File: config.mk
export PLATFORM = sky130hd
export DESIGN_NAME = task_fifo_bank_with_pause_flat
export DESIGN_NICKNAME = d
export VERILOG_FILES = /design/src/tfb_pkg.sv /design/src/tfb_if.sv /design/src/tfb_outreg.sv /design/src/task_fifo_bank_with_pause.sv /design/src/flat_wrapper.sv
export SDC_FILE = /design/constraint.sdc
export NUM_CORES = 2
export LEC_CHECK = 0
export BUFFER_PORTS_ARGS = -buffer_cell sky130_fd_sc_hd__buf_2
export CAP_MARGIN = 20
export CORE_AREA = 2 2 564 566
export CTS_CLUSTER_SIZE = 14
export DETAILED_ROUTE_END_ITERATION = 10
export DIE_AREA = 0 0 566 568
export PLACE_DENSITY_LB_ADDON = 0.1
export SYNTH_ARGS = -nofsm -noshare
export SYNTH_HDL_FRONTEND = slang
export SYNTH_MEMORY_MAX_BITS = 65536
export SYNTH_SLANG_ARGS = --single-unit
File: constraint.sdc
create_clock -name clk -period 13.1 [get_ports clk]
set_clock_uncertainty 0.1 [all_clocks]
set_input_delay 2.62 -clock clk [delete_from_list [all_inputs] [get_ports clk]]
set_output_delay 2.62 -clock clk [all_outputs]
set_load 0.005 [all_outputs]
File: src/tfb_pkg.sv
// ----------------------------------------------------------------------------
// tfb_pkg: shared types and codes of the task FIFO bank
// Operation and status codes, the stored task word and the result row.
// ----------------------------------------------------------------------------
package tfb_pkg;

	// operation codes
	typedef enum logic [2:0] {
		KIND_ENQ       = 3'd0,
		KIND_DEQ       = 3'd1,
		KIND_PEEK      = 3'd2,
		KIND_PAUSE     = 3'd3,
		KIND_RESUME    = 3'd4,
		KIND_DRAIN     = 3'd5,
		KIND_MOVE_ALL  = 3'd6,
		KIND_MOVE_HALF = 3'd7
	} kind_t;

	// result status codes
	localparam logic [1:0] ST_OK        = 2'd0;
	localparam logic [1:0] ST_EMPTY     = 2'd1;
	localparam logic [1:0] ST_FULL      = 2'd2;
	localparam logic [1:0] ST_NOT_FOUND = 2'd3;

	// one stored task
	typedef struct packed {
		logic        paused;
		logic [7:0]  type_code;
		logic [7:0]  priority_req;
		logic [7:0]  zone;
		logic [31:0] value_bits;
		logic [15:0] task_id;
	} task_t;

	// one result row
	typedef struct packed {
		logic [1:0] status;
		task_t      tsk;
		logic [4:0] done_count;
		logic [4:0] skip_count;
		logic [4:0] queue_size;
		logic [6:0] total_tasks;
		logic       last;
	} rsp_t;

endpackage

File: src/tfb_if.sv
// ----------------------------------------------------------------------------
// tfb_req_if / tfb_rsp_if: request and result channels
// Valid/ready channels; an item moves when valid and ready are both high.
// ----------------------------------------------------------------------------
interface tfb_req_if;
	logic        valid;
	logic        ready;
	logic [2:0]  kind;
	logic [1:0]  queue_sel;
	logic [1:0]  other_queue;
	logic [15:0] task_id;
	logic [7:0]  zone;
	logic [31:0] value_bits;
	logic [7:0]  priority_req;
	logic [7:0]  type_code;

	modport source (
		output valid, kind, queue_sel, other_queue, task_id, zone, value_bits,
		       priority_req, type_code,
		input  ready
	);
	modport sink (
		input  valid, kind, queue_sel, other_queue, task_id, zone, value_bits,
		       priority_req, type_code,
		output ready
	);
endinterface

interface tfb_rsp_if;
	logic        valid;
	logic        ready;
	logic [1:0]  status;
	logic [15:0] out_task_id;
	logic [7:0]  out_zone;
	logic [31:0] out_value_bits;
	logic [7:0]  out_priority;
	logic [7:0]  out_type_code;
	logic        out_paused;
	logic [4:0]  done_count;
	logic [4:0]  skip_count;
	logic [4:0]  queue_size;
	logic [6:0]  total_tasks;
	logic        last;

	modport source (
		output valid, status, out_task_id, out_zone, out_value_bits, out_priority,
		       out_type_code, out_paused, done_count, skip_count, queue_size,
		       total_tasks, last,
		input  ready
	);
	modport sink (
		input  valid, status, out_task_id, out_zone, out_value_bits, out_priority,
		       out_type_code, out_paused, done_count, skip_count, queue_size,
		       total_tasks, last,
		output ready
	);
endinterface

File: src/tfb_outreg.sv
// ----------------------------------------------------------------------------
// tfb_outreg: result output register
// Holds one result item until the sink takes it; refills in the same cycle.
// ----------------------------------------------------------------------------
module tfb_outreg import tfb_pkg::*; (
	input  logic      clk,
	input  logic      arst_n,
	input  logic      push,
	input  rsp_t      row,
	output logic      can_push,
	tfb_rsp_if.source rsp
);

	logic valid_q;
	rsp_t row_q;

	// accept a new row when empty or when the held one leaves now
	assign can_push = !valid_q || rsp.ready;

	// track occupancy
	always_ff @(posedge clk or negedge arst_n) begin
		if (!arst_n) begin
			valid_q <= 1'b0;
		end else if (can_push) begin
			valid_q <= push;
		end
	end

	// load payload
	always_ff @(posedge clk) begin
		if (push && can_push) begin
			row_q <= row;
		end
	end

	assign rsp.valid          = valid_q;
	assign rsp.status         = row_q.status;
	assign rsp.out_task_id    = row_q.tsk.task_id;
	assign rsp.out_zone       = row_q.tsk.zone;
	assign rsp.out_value_bits = row_q.tsk.value_bits;
	assign rsp.out_priority   = row_q.tsk.priority_req;
	assign rsp.out_type_code  = row_q.tsk.type_code;
	assign rsp.out_paused     = row_q.tsk.paused;
	assign rsp.done_count     = row_q.done_count;
	assign rsp.skip_count     = row_q.skip_count;
	assign rsp.queue_size     = row_q.queue_size;
	assign rsp.total_tasks    = row_q.total_tasks;
	assign rsp.last           = row_q.last;

endmodule

File: src/task_fifo_bank_with_pause.sv
// Sequence: enqueue, empty and full answers go from the start state straight to the
// final state; dequeue and peek read the head entry once; pause/resume read and test
// one entry per read/process step until a match or the end; moves take one task per
// step; drain walks the queue twice (a counting pass and a compaction pass). One item
// at a time: the next is accepted in the idle state after the last row loads, and a
// stalled output holds the block. Reset: all queues empty, head pointers zero; task memory is not cleared.
// ----------------------------------------------------------------------------
// task_fifo_bank_with_pause: bank of bounded task FIFOs with pause
// Circular queues in one task memory with enqueue, dequeue, peek, pause,
// resume, drain and move operations.
// ----------------------------------------------------------------------------
module task_fifo_bank_with_pause import tfb_pkg::*; #(
	parameter int DEPTH      = 16,
	parameter int NUM_QUEUES = 4
) (
	input  logic      clk,
	input  logic      arst_n,
	tfb_req_if.sink   req,
	tfb_rsp_if.source rsp
);

	localparam int PW = (DEPTH > 1) ? $clog2(DEPTH) : 1;
	localparam int CW = $clog2(DEPTH + 1);
	localparam int SW = CW + 1;
	localparam int QW = (NUM_QUEUES > 1) ? $clog2(NUM_QUEUES) : 1;
	localparam int MD = NUM_QUEUES * DEPTH;
	localparam int AW = $clog2(MD);
	localparam int TW = $clog2(MD + 1);
	localparam logic [AW-1:0] QSTRIDE = AW'(DEPTH);
	localparam logic [CW-1:0] FULLCNT = CW'(DEPTH);

	typedef enum logic [4:0] {
		S_IDLE  = 5'b00001,
		S_START = 5'b00010,
		S_RD    = 5'b00100,
		S_PROC  = 5'b01000,
		S_FIN   = 5'b10000
	} state_t;

	// wrap a head-plus-offset sum into the ring
	function automatic logic [PW-1:0] wrap(input logic [SW-1:0] s);
		logic [SW-1:0] t;
		t = s;
		if (t >= SW'(DEPTH)) begin
			t = t - SW'(DEPTH);
		end
		return PW'(t);
	endfunction

	// memory address of the entry at an offset from a queue head
	function automatic logic [AW-1:0] slot(input logic [QW-1:0] qi,
		input logic [PW-1:0] h, input logic [CW-1:0] off);
		return AW'(qi) * QSTRIDE + AW'(wrap(SW'(h) + SW'(off)));
	endfunction

	// fold a queue number into the bank
	function automatic logic [QW-1:0] qmod(input logic [1:0] v);
		logic [3:0] t;
		t = {2'b00, v};
		if (t >= 4'(NUM_QUEUES)) begin
			t = t - 4'(NUM_QUEUES);
		end
		return QW'(t);
	endfunction

	state_t         state_q;
	kind_t          kind_q;
	logic [QW-1:0]  qs_q, qd_q;
	task_t          tin_q, tsk_q, rd_q, mem_wd;
	logic [CW-1:0]  idx_q, cq_q, kept_q, kw_q, done_q, want_q;
	logic           pass2_q, tshow_q;
	logic [1:0]     st_q;
	logic [AW-1:0]  ra_q, rd_addr, mem_wa;
	logic [PW-1:0]  head_q [NUM_QUEUES];
	logic [CW-1:0]  cnt_q  [NUM_QUEUES];
	logic [TW-1:0]  total_q;
	task_t          mem [MD];

	logic [CW-1:0]  cur_cnt, dst_cnt, rd_off;
	logic [PW-1:0]  cur_head, dst_head;
	logic           go_rd, mem_we, match, can_push, push;
	rsp_t           row;

	assign req.ready = (state_q == S_IDLE);

	assign cur_cnt  = cnt_q[qs_q];
	assign dst_cnt  = cnt_q[qd_q];
	assign cur_head = head_q[qs_q];
	assign dst_head = head_q[qd_q];
	assign match    = (rd_q.task_id == tin_q.task_id);

	// read offset: walking operations index, the rest take the head
	always_comb begin
		unique case (kind_q)
			KIND_PAUSE, KIND_RESUME, KIND_DRAIN: rd_off = idx_q;
			default:                             rd_off = '0;
		endcase
	end
	assign rd_addr = slot(qs_q, cur_head, rd_off);

	// decide whether another entry is read
	always_comb begin
		unique case (kind_q)
			KIND_PAUSE, KIND_RESUME, KIND_DRAIN: go_rd = (idx_q != cq_q);
			KIND_MOVE_ALL:  go_rd = (cur_cnt != '0) && (dst_cnt != FULLCNT);
			KIND_MOVE_HALF: go_rd = (done_q != want_q) &&
			                        ((qs_q == qd_q) || (dst_cnt != FULLCNT));
			default:        go_rd = 1'b1;
		endcase
	end

	// memory write select
	always_comb begin
		mem_we = 1'b0;
		mem_wa = rd_addr;
		mem_wd = rd_q;
		if (state_q == S_START) begin
			mem_we = (kind_q == KIND_ENQ) && (cur_cnt != FULLCNT);
			mem_wa = slot(qs_q, cur_head, cur_cnt);
			mem_wd = tin_q;
		end else if (state_q == S_PROC) begin
			unique case (kind_q)
				KIND_PAUSE, KIND_RESUME: begin
					mem_we        = match;
					mem_wa        = ra_q;
					mem_wd.paused = (kind_q == KIND_PAUSE);
				end
				KIND_DRAIN: begin
					mem_we = pass2_q && rd_q.paused;
					mem_wa = slot(qs_q, cur_head, kw_q);
				end
				KIND_MOVE_ALL: begin
					mem_we = 1'b1;
					mem_wa = AW'(qd_q) * QSTRIDE
					       + AW'(wrap(SW'(dst_head) + SW'(DEPTH - 1)));
				end
				KIND_MOVE_HALF: begin
					mem_we = 1'b1;
					mem_wa = slot(qd_q, dst_head, dst_cnt);
				end
				default: mem_we = 1'b0;
			endcase
		end
	end

	// task memory: one access per cycle, registered read
	always_ff @(posedge clk) begin
		if (mem_we) begin
			mem[mem_wa] <= mem_wd;
		end
		if (state_q == S_RD && go_rd) begin
			rd_q <= mem[rd_addr];
		end
	end

	// build result rows: drain rows in the walk, all others at the end
	always_comb begin
		row             = '0;
		row.queue_size  = 5'(cur_cnt);
		row.total_tasks = 7'(total_q);
		push            = 1'b0;
		if (state_q == S_FIN) begin
			push           = 1'b1;
			row.status     = st_q;
			row.tsk        = tshow_q ? tsk_q : '0;
			row.done_count = 5'(done_q);
			row.skip_count = 5'(kept_q);
			row.last       = 1'b1;
		end else if (state_q == S_PROC && kind_q == KIND_DRAIN && pass2_q
		             && !rd_q.paused) begin
			push       = 1'b1;
			row.status = ST_OK;
			row.tsk    = rd_q;
		end
	end

	tfb_outreg u_outreg (
		.clk      (clk),
		.arst_n   (arst_n),
		.push     (push),
		.row      (row),
		.can_push (can_push),
		.rsp      (rsp)
	);

	// hold per-item payload
	always_ff @(posedge clk) begin
		if (state_q == S_IDLE) begin
			kind_q <= kind_t'(req.kind);
			qs_q   <= qmod(req.queue_sel);
			qd_q   <= qmod(req.other_queue);
			tin_q  <= '{paused: 1'b0, type_code: req.type_code,
			           priority_req: req.priority_req, zone: req.zone,
			           value_bits: req.value_bits, task_id: req.task_id};
		end
		if (state_q == S_RD && go_rd) begin
			ra_q <= rd_addr;
		end
	end

	// sequencer and queue bookkeeping
	always_ff @(posedge clk or negedge arst_n) begin
		if (!arst_n) begin
			state_q <= S_IDLE;
			total_q <= '0;
			idx_q   <= '0;
			cq_q    <= '0;
			kept_q  <= '0;
			kw_q    <= '0;
			done_q  <= '0;
			want_q  <= '0;
			pass2_q <= 1'b0;
			tshow_q <= 1'b0;
			st_q    <= ST_OK;
			tsk_q   <= '0;
			for (int i = 0; i < NUM_QUEUES; i++) begin
				head_q[i] <= '0;
				cnt_q[i]  <= '0;
			end
		end else begin
			unique case (state_q)
				S_IDLE: begin
					if (req.valid) begin
						idx_q   <= '0;
						kept_q  <= '0;
						kw_q    <= '0;
						done_q  <= '0;
						pass2_q <= 1'b0;
						tshow_q <= 1'b0;
						st_q    <= ST_OK;
						state_q <= S_START;
					end
				end
				S_START: begin
					cq_q   <= cur_cnt;
					want_q <= cur_cnt >> 1;
					priority if (kind_q != KIND_ENQ && cur_cnt == '0) begin
						st_q    <= ST_EMPTY;
						state_q <= S_FIN;
					end else if (kind_q == KIND_ENQ) begin
						if (cur_cnt == FULLCNT) begin
							st_q <= ST_FULL;
						end else begin
							cnt_q[qs_q] <= cur_cnt + 1'b1;
							total_q     <= total_q + 1'b1;
							tsk_q       <= tin_q;
							tshow_q     <= 1'b1;
						end
						state_q <= S_FIN;
					end else if (kind_q == KIND_MOVE_ALL && qs_q == qd_q) begin
						state_q <= S_FIN;
					end else begin
						state_q <= S_RD;
					end
				end
				S_RD: begin
					if (go_rd) begin
						state_q <= S_PROC;
					end else begin
						unique case (kind_q)
							KIND_PAUSE, KIND_RESUME: begin
								st_q    <= ST_NOT_FOUND;
								state_q <= S_FIN;
							end
							KIND_DRAIN: begin
								if (!pass2_q) begin
									// settle sizes, then compact
									cnt_q[qs_q] <= kept_q;
									total_q     <= total_q - TW'(cq_q - kept_q);
									pass2_q     <= 1'b1;
									idx_q       <= '0;
								end else begin
									state_q <= S_FIN;
								end
							end
							KIND_MOVE_ALL: begin
								if (cur_cnt != '0) begin
									st_q <= ST_FULL;
								end
								state_q <= S_FIN;
							end
							KIND_MOVE_HALF: begin
								if (done_q != want_q) begin
									st_q <= ST_FULL;
								end
								state_q <= S_FIN;
							end
							default: state_q <= S_FIN;
						endcase
					end
				end
				S_PROC: begin
					unique case (kind_q)
						KIND_DEQ: begin
							tsk_q        <= rd_q;
							tshow_q      <= 1'b1;
							head_q[qs_q] <= wrap(SW'(cur_head) + SW'(1));
							cnt_q[qs_q]  <= cur_cnt - 1'b1;
							total_q      <= total_q - 1'b1;
							state_q      <= S_FIN;
						end
						KIND_PEEK: begin
							tsk_q   <= rd_q;
							tshow_q <= 1'b1;
							state_q <= S_FIN;
						end
						KIND_PAUSE, KIND_RESUME: begin
							if (match) begin
								tsk_q   <= mem_wd;
								tshow_q <= 1'b1;
								state_q <= S_FIN;
							end else begin
								idx_q   <= idx_q + 1'b1;
								state_q <= S_RD;
							end
						end
						KIND_DRAIN: begin
							if (!pass2_q) begin
								kept_q  <= kept_q + CW'(rd_q.paused);
								idx_q   <= idx_q + 1'b1;
								state_q <= S_RD;
							end else if (rd_q.paused) begin
								kw_q    <= kw_q + 1'b1;
								idx_q   <= idx_q + 1'b1;
								state_q <= S_RD;
							end else if (can_push) begin
								done_q  <= done_q + 1'b1;
								idx_q   <= idx_q + 1'b1;
								state_q <= S_RD;
							end
						end
						KIND_MOVE_ALL: begin
							head_q[qs_q] <= wrap(SW'(cur_head) + SW'(1));
							cnt_q[qs_q]  <= cur_cnt - 1'b1;
							head_q[qd_q] <= wrap(SW'(dst_head) + SW'(DEPTH - 1));
							cnt_q[qd_q]  <= dst_cnt + 1'b1;
							done_q       <= done_q + 1'b1;
							state_q      <= S_RD;
						end
						KIND_MOVE_HALF: begin
							head_q[qs_q] <= wrap(SW'(cur_head) + SW'(1));
							if (qs_q != qd_q) begin
								cnt_q[qs_q] <= cur_cnt - 1'b1;
								cnt_q[qd_q] <= dst_cnt + 1'b1;
							end
							done_q  <= done_q + 1'b1;
							state_q <= S_RD;
						end
						default: state_q <= S_FIN;
					endcase
				end
				S_FIN: begin
					if (can_push) begin
						state_q <= S_IDLE;
					end
				end
				default: state_q <= S_IDLE;
			endcase
		end
	end

endmodule

File: src/flat_wrapper.sv
// flat-port wrapper written by rule: the top's interface ports become plain ports
module task_fifo_bank_with_pause_flat import tfb_pkg::*;
#(
	parameter int DEPTH      = 16,
	parameter int NUM_QUEUES = 4
)
  (clk, arst_n, req_valid, req_kind, req_queue_sel, req_other_queue, req_task_id, req_zone, req_value_bits, req_priority_req, req_type_code, req_ready, rsp_valid, rsp_status, rsp_out_task_id, rsp_out_zone, rsp_out_value_bits, rsp_out_priority, rsp_out_type_code, rsp_out_paused, rsp_done_count, rsp_skip_count, rsp_queue_size, rsp_total_tasks, rsp_last, rsp_ready);
  tfb_req_if req_i ();
  tfb_rsp_if rsp_i ();
  input  logic clk;
  input  logic arst_n;
  input wire logic [$bits(req_i.valid)-1:0] req_valid;
  input wire logic [$bits(req_i.kind)-1:0] req_kind;
  input wire logic [$bits(req_i.queue_sel)-1:0] req_queue_sel;
  input wire logic [$bits(req_i.other_queue)-1:0] req_other_queue;
  input wire logic [$bits(req_i.task_id)-1:0] req_task_id;
  input wire logic [$bits(req_i.zone)-1:0] req_zone;
  input wire logic [$bits(req_i.value_bits)-1:0] req_value_bits;
  input wire logic [$bits(req_i.priority_req)-1:0] req_priority_req;
  input wire logic [$bits(req_i.type_code)-1:0] req_type_code;
  output wire logic [$bits(req_i.ready)-1:0] req_ready;
  output wire logic [$bits(rsp_i.valid)-1:0] rsp_valid;
  output wire logic [$bits(rsp_i.status)-1:0] rsp_status;
  output wire logic [$bits(rsp_i.out_task_id)-1:0] rsp_out_task_id;
  output wire logic [$bits(rsp_i.out_zone)-1:0] rsp_out_zone;
  output wire logic [$bits(rsp_i.out_value_bits)-1:0] rsp_out_value_bits;
  output wire logic [$bits(rsp_i.out_priority)-1:0] rsp_out_priority;
  output wire logic [$bits(rsp_i.out_type_code)-1:0] rsp_out_type_code;
  output wire logic [$bits(rsp_i.out_paused)-1:0] rsp_out_paused;
  output wire logic [$bits(rsp_i.done_count)-1:0] rsp_done_count;
  output wire logic [$bits(rsp_i.skip_count)-1:0] rsp_skip_count;
  output wire logic [$bits(rsp_i.queue_size)-1:0] rsp_queue_size;
  output wire logic [$bits(rsp_i.total_tasks)-1:0] rsp_total_tasks;
  output wire logic [$bits(rsp_i.last)-1:0] rsp_last;
  input wire logic [$bits(rsp_i.ready)-1:0] rsp_ready;
  assign req_i.valid = req_valid;
  assign req_i.kind = req_kind;
  assign req_i.queue_sel = req_queue_sel;
  assign req_i.other_queue = req_other_queue;
  assign req_i.task_id = req_task_id;
  assign req_i.zone = req_zone;
  assign req_i.value_bits = req_value_bits;
  assign req_i.priority_req = req_priority_req;
  assign req_i.type_code = req_type_code;
  assign req_ready = req_i.ready;
  assign rsp_valid = rsp_i.valid;
  assign rsp_status = rsp_i.status;
  assign rsp_out_task_id = rsp_i.out_task_id;
  assign rsp_out_zone = rsp_i.out_zone;
  assign rsp_out_value_bits = rsp_i.out_value_bits;
  assign rsp_out_priority = rsp_i.out_priority;
  assign rsp_out_type_code = rsp_i.out_type_code;
  assign rsp_out_paused = rsp_i.out_paused;
  assign rsp_done_count = rsp_i.done_count;
  assign rsp_skip_count = rsp_i.skip_count;
  assign rsp_queue_size = rsp_i.queue_size;
  assign rsp_total_tasks = rsp_i.total_tasks;
  assign rsp_last = rsp_i.last;
  assign rsp_i.ready = rsp_ready;
  task_fifo_bank_with_pause #(.DEPTH(DEPTH), .NUM_QUEUES(NUM_QUEUES)) u_core (.clk(clk), .arst_n(arst_n), .req(req_i), .rsp(rsp_i));
endmodule
==> impl_metrics.env <==
export IMPL_run_status="finished clean"
export IMPL_multi_input_area_sq_um=44600
export IMPL_yosysSeqAreaShare_pct=76.6
export IMPL_synth_top_area_share_pct=74.7
export IMPL_synth_simple_area_share_pct=2.26
export IMPL_gp_congestion=0.853
export IMPL_ant_nets=0
export IMPL_via_count=102135
export IMPL_clk_path_buf_depth=4
export IMPL_p_per_area_nw_per_um2=188
export IMPL_ys_types=86
export IMPL_fp_dieH_microns=568
export IMPL_setup_worst_path_end_class="flip-flop"
export IMPL_synth_compound_area_share_pct=2.78
export IMPL_die_area_sq_um=321000
export IMPL_synthTopCellsByCount="edfxtp_1, mux4_2, nand2_1, mux2i_1, clkbuf_1"
export IMPL_synthArstFlopShare_pct=2.95
export IMPL_insertion_delay_ns=1.06
export IMPL_root_buffer="clkbuf_16"
export IMPL_grt_use_total_pct=33.7
export IMPL_avgSynthCellArea_sq_um=21.1
export IMPL_finalHoldViolations=0
export IMPL_routedWlPerCell_microns=37.3
export IMPL_synth_seq_cells=5078
export IMPL_worstMarginPinSlew_ns=1.22
export IMPL_cts_hold_buffers=0
export IMPL_cts_tree="done"
export IMPL_place_area_sq_um=205000
export IMPL_syn_area_sq_um=198000
export IMPL_path_class="flip-flop to flip-flop"
export IMPL_worst_path_max_delay_cell="buf_4"
export IMPL_synth_top_area_cell="edfxtp_1"
export IMPL_num_rows=207
export IMPL_synth_xor_area_share_pct=0.335
export IMPL_die_width_microns=566
export IMPL_fillCellCount=18734
export IMPL_clock_sinks=5078
export IMPL_grt_overflow_total=0
export IMPL_hpwl_microns=294000
export IMPL_drc_errors=0
export IMPL_fin_ws_ns=5.86
export IMPL_startpoint_type="flip-flop"
export IMPL_h_tree_depth=6
export IMPL_crit_arrival_ns=7.85
export IMPL_pre_cts_slack_ns=5.99
export IMPL_yosys_top_cells_area="edfxtp_1, mux4_2, mux2i_1"
export IMPL_reg2reg_depth=13
export IMPL_hold_path_class="flip-flop to flip-flop"
export IMPL_synth_edf_count=4928
export IMPL_finalCriticalPeriod_ns=7.24
export IMPL_grt_max_degree=139
export IMPL_fmax_mhz=138
export IMPL_core_sq_um=316000
export IMPL_drtIter0Drc=16714
export IMPL_cts_resized=0
export IMPL_syn_nets=9501
export IMPL_seq_area_sq_um=152000
export IMPL_synthFlopType="edfxtp_1"
export IMPL_finalWirelength_microns=539000
export IMPL_holdPathStages=0
export IMPL_worst_path_largest_cell_delay_ns=0.91
export IMPL_first_global_vias=100504
export IMPL_setup_viol=0
export IMPL_yosys_warnings=0
export IMPL_design_area_sq_um=222000
export IMPL_ir_drop_mv=0.250
export IMPL_slew_viol_final=0
export IMPL_worstPathRequired_ns=13.71
export IMPL_setup_tns_final_ns=0
export IMPL_holdWs_ns=0.373
export IMPL_grt_setup_unrepaired="false"
export IMPL_relSlewSlack_pct=18.4
export IMPL_post_cts_buffers=0
export IMPL_start_util_pct=62.6
export IMPL_io_buffers=182
export IMPL_power_leakage_nw=69.5
export IMPL_synth_most_common_cell="edfxtp_1"
export IMPL_crit_chain="and3b_1 > or2_2 > and2_1 > ha_4 > buf_12 > buf_4 > buf_4 > mux4_2 > nor2b_1 > a211oi_1 > a211oi_1 > a31oi_1 > o221ai_1"
export IMPL_fin_crit_sh_pct=55.2
export IMPL_p_total_w=0.0416
export IMPL_grt_antenna_before_repair=20
export IMPL_grt_pass1_wl_microns=759000
export IMPL_vias_per_cell=7.06
export IMPL_synthAdderAreaFrac_pct=0.282
export IMPL_drtPass1Iterations=7
export IMPL_synthMuxAreaShare_pct=16.6
export IMPL_drive_gt1_share_pct=26.2
export IMPL_worstPathMaxFanout=73
export IMPL_io_pins=183
export IMPL_clk_pin_slew_ns=0.06
export IMPL_cts_inserted_buffers=524
export IMPL_syn_inst=9377
export IMPL_synth_top_family_by_area="multiplexers"
export IMPL_finalNetCount=9998
export IMPL_maxCapViolations=0
export IMPL_synthToLayoutAreaGrowth_pct=11.9
[flip-flops by register name, indices dropped and copies added, names as in the netlist, 5 cells and up, named ones only]
register,cells
u_core.total_q,7
u_core.ra_q,6
u_core.u_outreg.rsp.skip_count,5
u_core.u_outreg.rsp.out_type_code,8
u_core.u_outreg.rsp.total_tasks,7
u_core.u_outreg.rsp.out_zone,8
u_core.u_outreg.rsp.out_value_bits,32
u_core.state_q,5
u_core.tsk_q,73
u_core.mem,4672
u_core.u_outreg.rsp.out_task_id,16
u_core.done_q,5
u_core.u_outreg.rsp.queue_size,5
u_core.idx_q,5
u_core.rd_q,73
u_core.tin_q,72
u_core.u_outreg.rsp.done_count,5
u_core.head_q,16
u_core.u_outreg.rsp.out_priority,8
u_core.kept_q,5
[stage by stage]
stage | cells | util (%)
2_1_floorplan | 9377 | -
3_3_place_gp | 13512 | 64.9
3_5_place_dp | 13520 | 65.0
4_1_cts | 14447 | 70.1
5_1_grt | 14457 | 70.1
6_report | 14461 | 70.1
[area by class of cell]
| type | count | share of cell area, % |
|---|---|---|
| flip-flops and latches | 5078 | 68.4 |
| diodes | 6 | 0.00677 |
| repair buffers | 521 | 1.79 |
| well taps | 4180 | 2.36 |
| inverters | 32 | 0.0575 |
| clock buffers | 672 | 6.28 |
| multi-input cells | 3717 | 20.1 |
| clock inverters | 255 | 0.984 |
[kinds of logic after synthesis]
logic type / Yosys count
flops: 5078
mux: 1779
simple gates: 1005
xor+xnor: 70
buf+inv: 582
fa+ha+maj: 41
compound gates: 822
[path summary, 6_finish.rpt]
check,slack [ns],startpoint,endpoint
hold / removal,0.37,u_core.total_q[6]$_DFFE_PN0P_,u_core.u_outreg.rsp.total_tasks[6]$_DFFE_PP_
hold reg to reg,0.37,u_core.total_q[6]$_DFFE_PN0P_,u_core.u_outreg.rsp.total_tasks[6]$_DFFE_PP_
max in group asynchronous,9.46,arst_n,u_core.tsk_q[33]$_DFFE_PN0P_
min in group asynchronous,1.40,arst_n,u_core.cnt_q[5]$_DFFE_PN0P_
setup / recovery,5.86,u_core.kind_q[0]$_DFFE_PP_,u_core.rd_q[24]$_DFFE_PP_
setup reg to reg,5.86,u_core.kind_q[0]$_DFFE_PP_,u_core.rd_q[24]$_DFFE_PP_
[cells in the final DEF, fill, tap and decap left out, types with 82 or more instances in the layout]
cell and n:
edfxtp_1 4928, mux4_2 1186, clkbuf_16 534, nand2_1 495, mux2i_1 439, buf_4 301
nor2_1 198, a21oi_1 193, buf_2 181, mux2_2 154, a211oi_1 152, dfrtp_1 149
clkbuf_1 134, o21ai_0 124, clkinv_1 95, a22o_1 91, a31oi_1 87, clkinv_2 84
nor2b_1 82
[critical path, delay by kind of cell (launching register included)]
kind | cells | cell delay, ns
AO/OA/AOI/OAI | 4 | 1.19
adder cells (fa/ha/maj) | 1 | 0.70
buffers and inverters | 3 | 2.26
flip-flops | 1 | 0.73
multiplexers | 1 | 0.58
AND/OR/NAND/NOR | 4 | 1.13
[report_power, final]
part	internal, W	leakage [nW]	total (W)	switching (W)
sequential	0.0195	46.5	0.0199	0.000362
combinational	0.00264	15.2	0.00764	0.00499
clock	0.00803	7.87	0.0141	0.00612
[per-layer routing]
layer | wire (microns) | up-vias | global-route usage [%]
met5 | 41 | - | 0
met4 | 17100 | 6 | 9.90
met3 | 70100 | 916 | 7.77
met2 | 248000 | 7027 | 50.7
met1 | 204000 | 54206 | 50.3
li1 | - | 39980 | -
No activity file was read; power rests on OpenSTA's default activity.
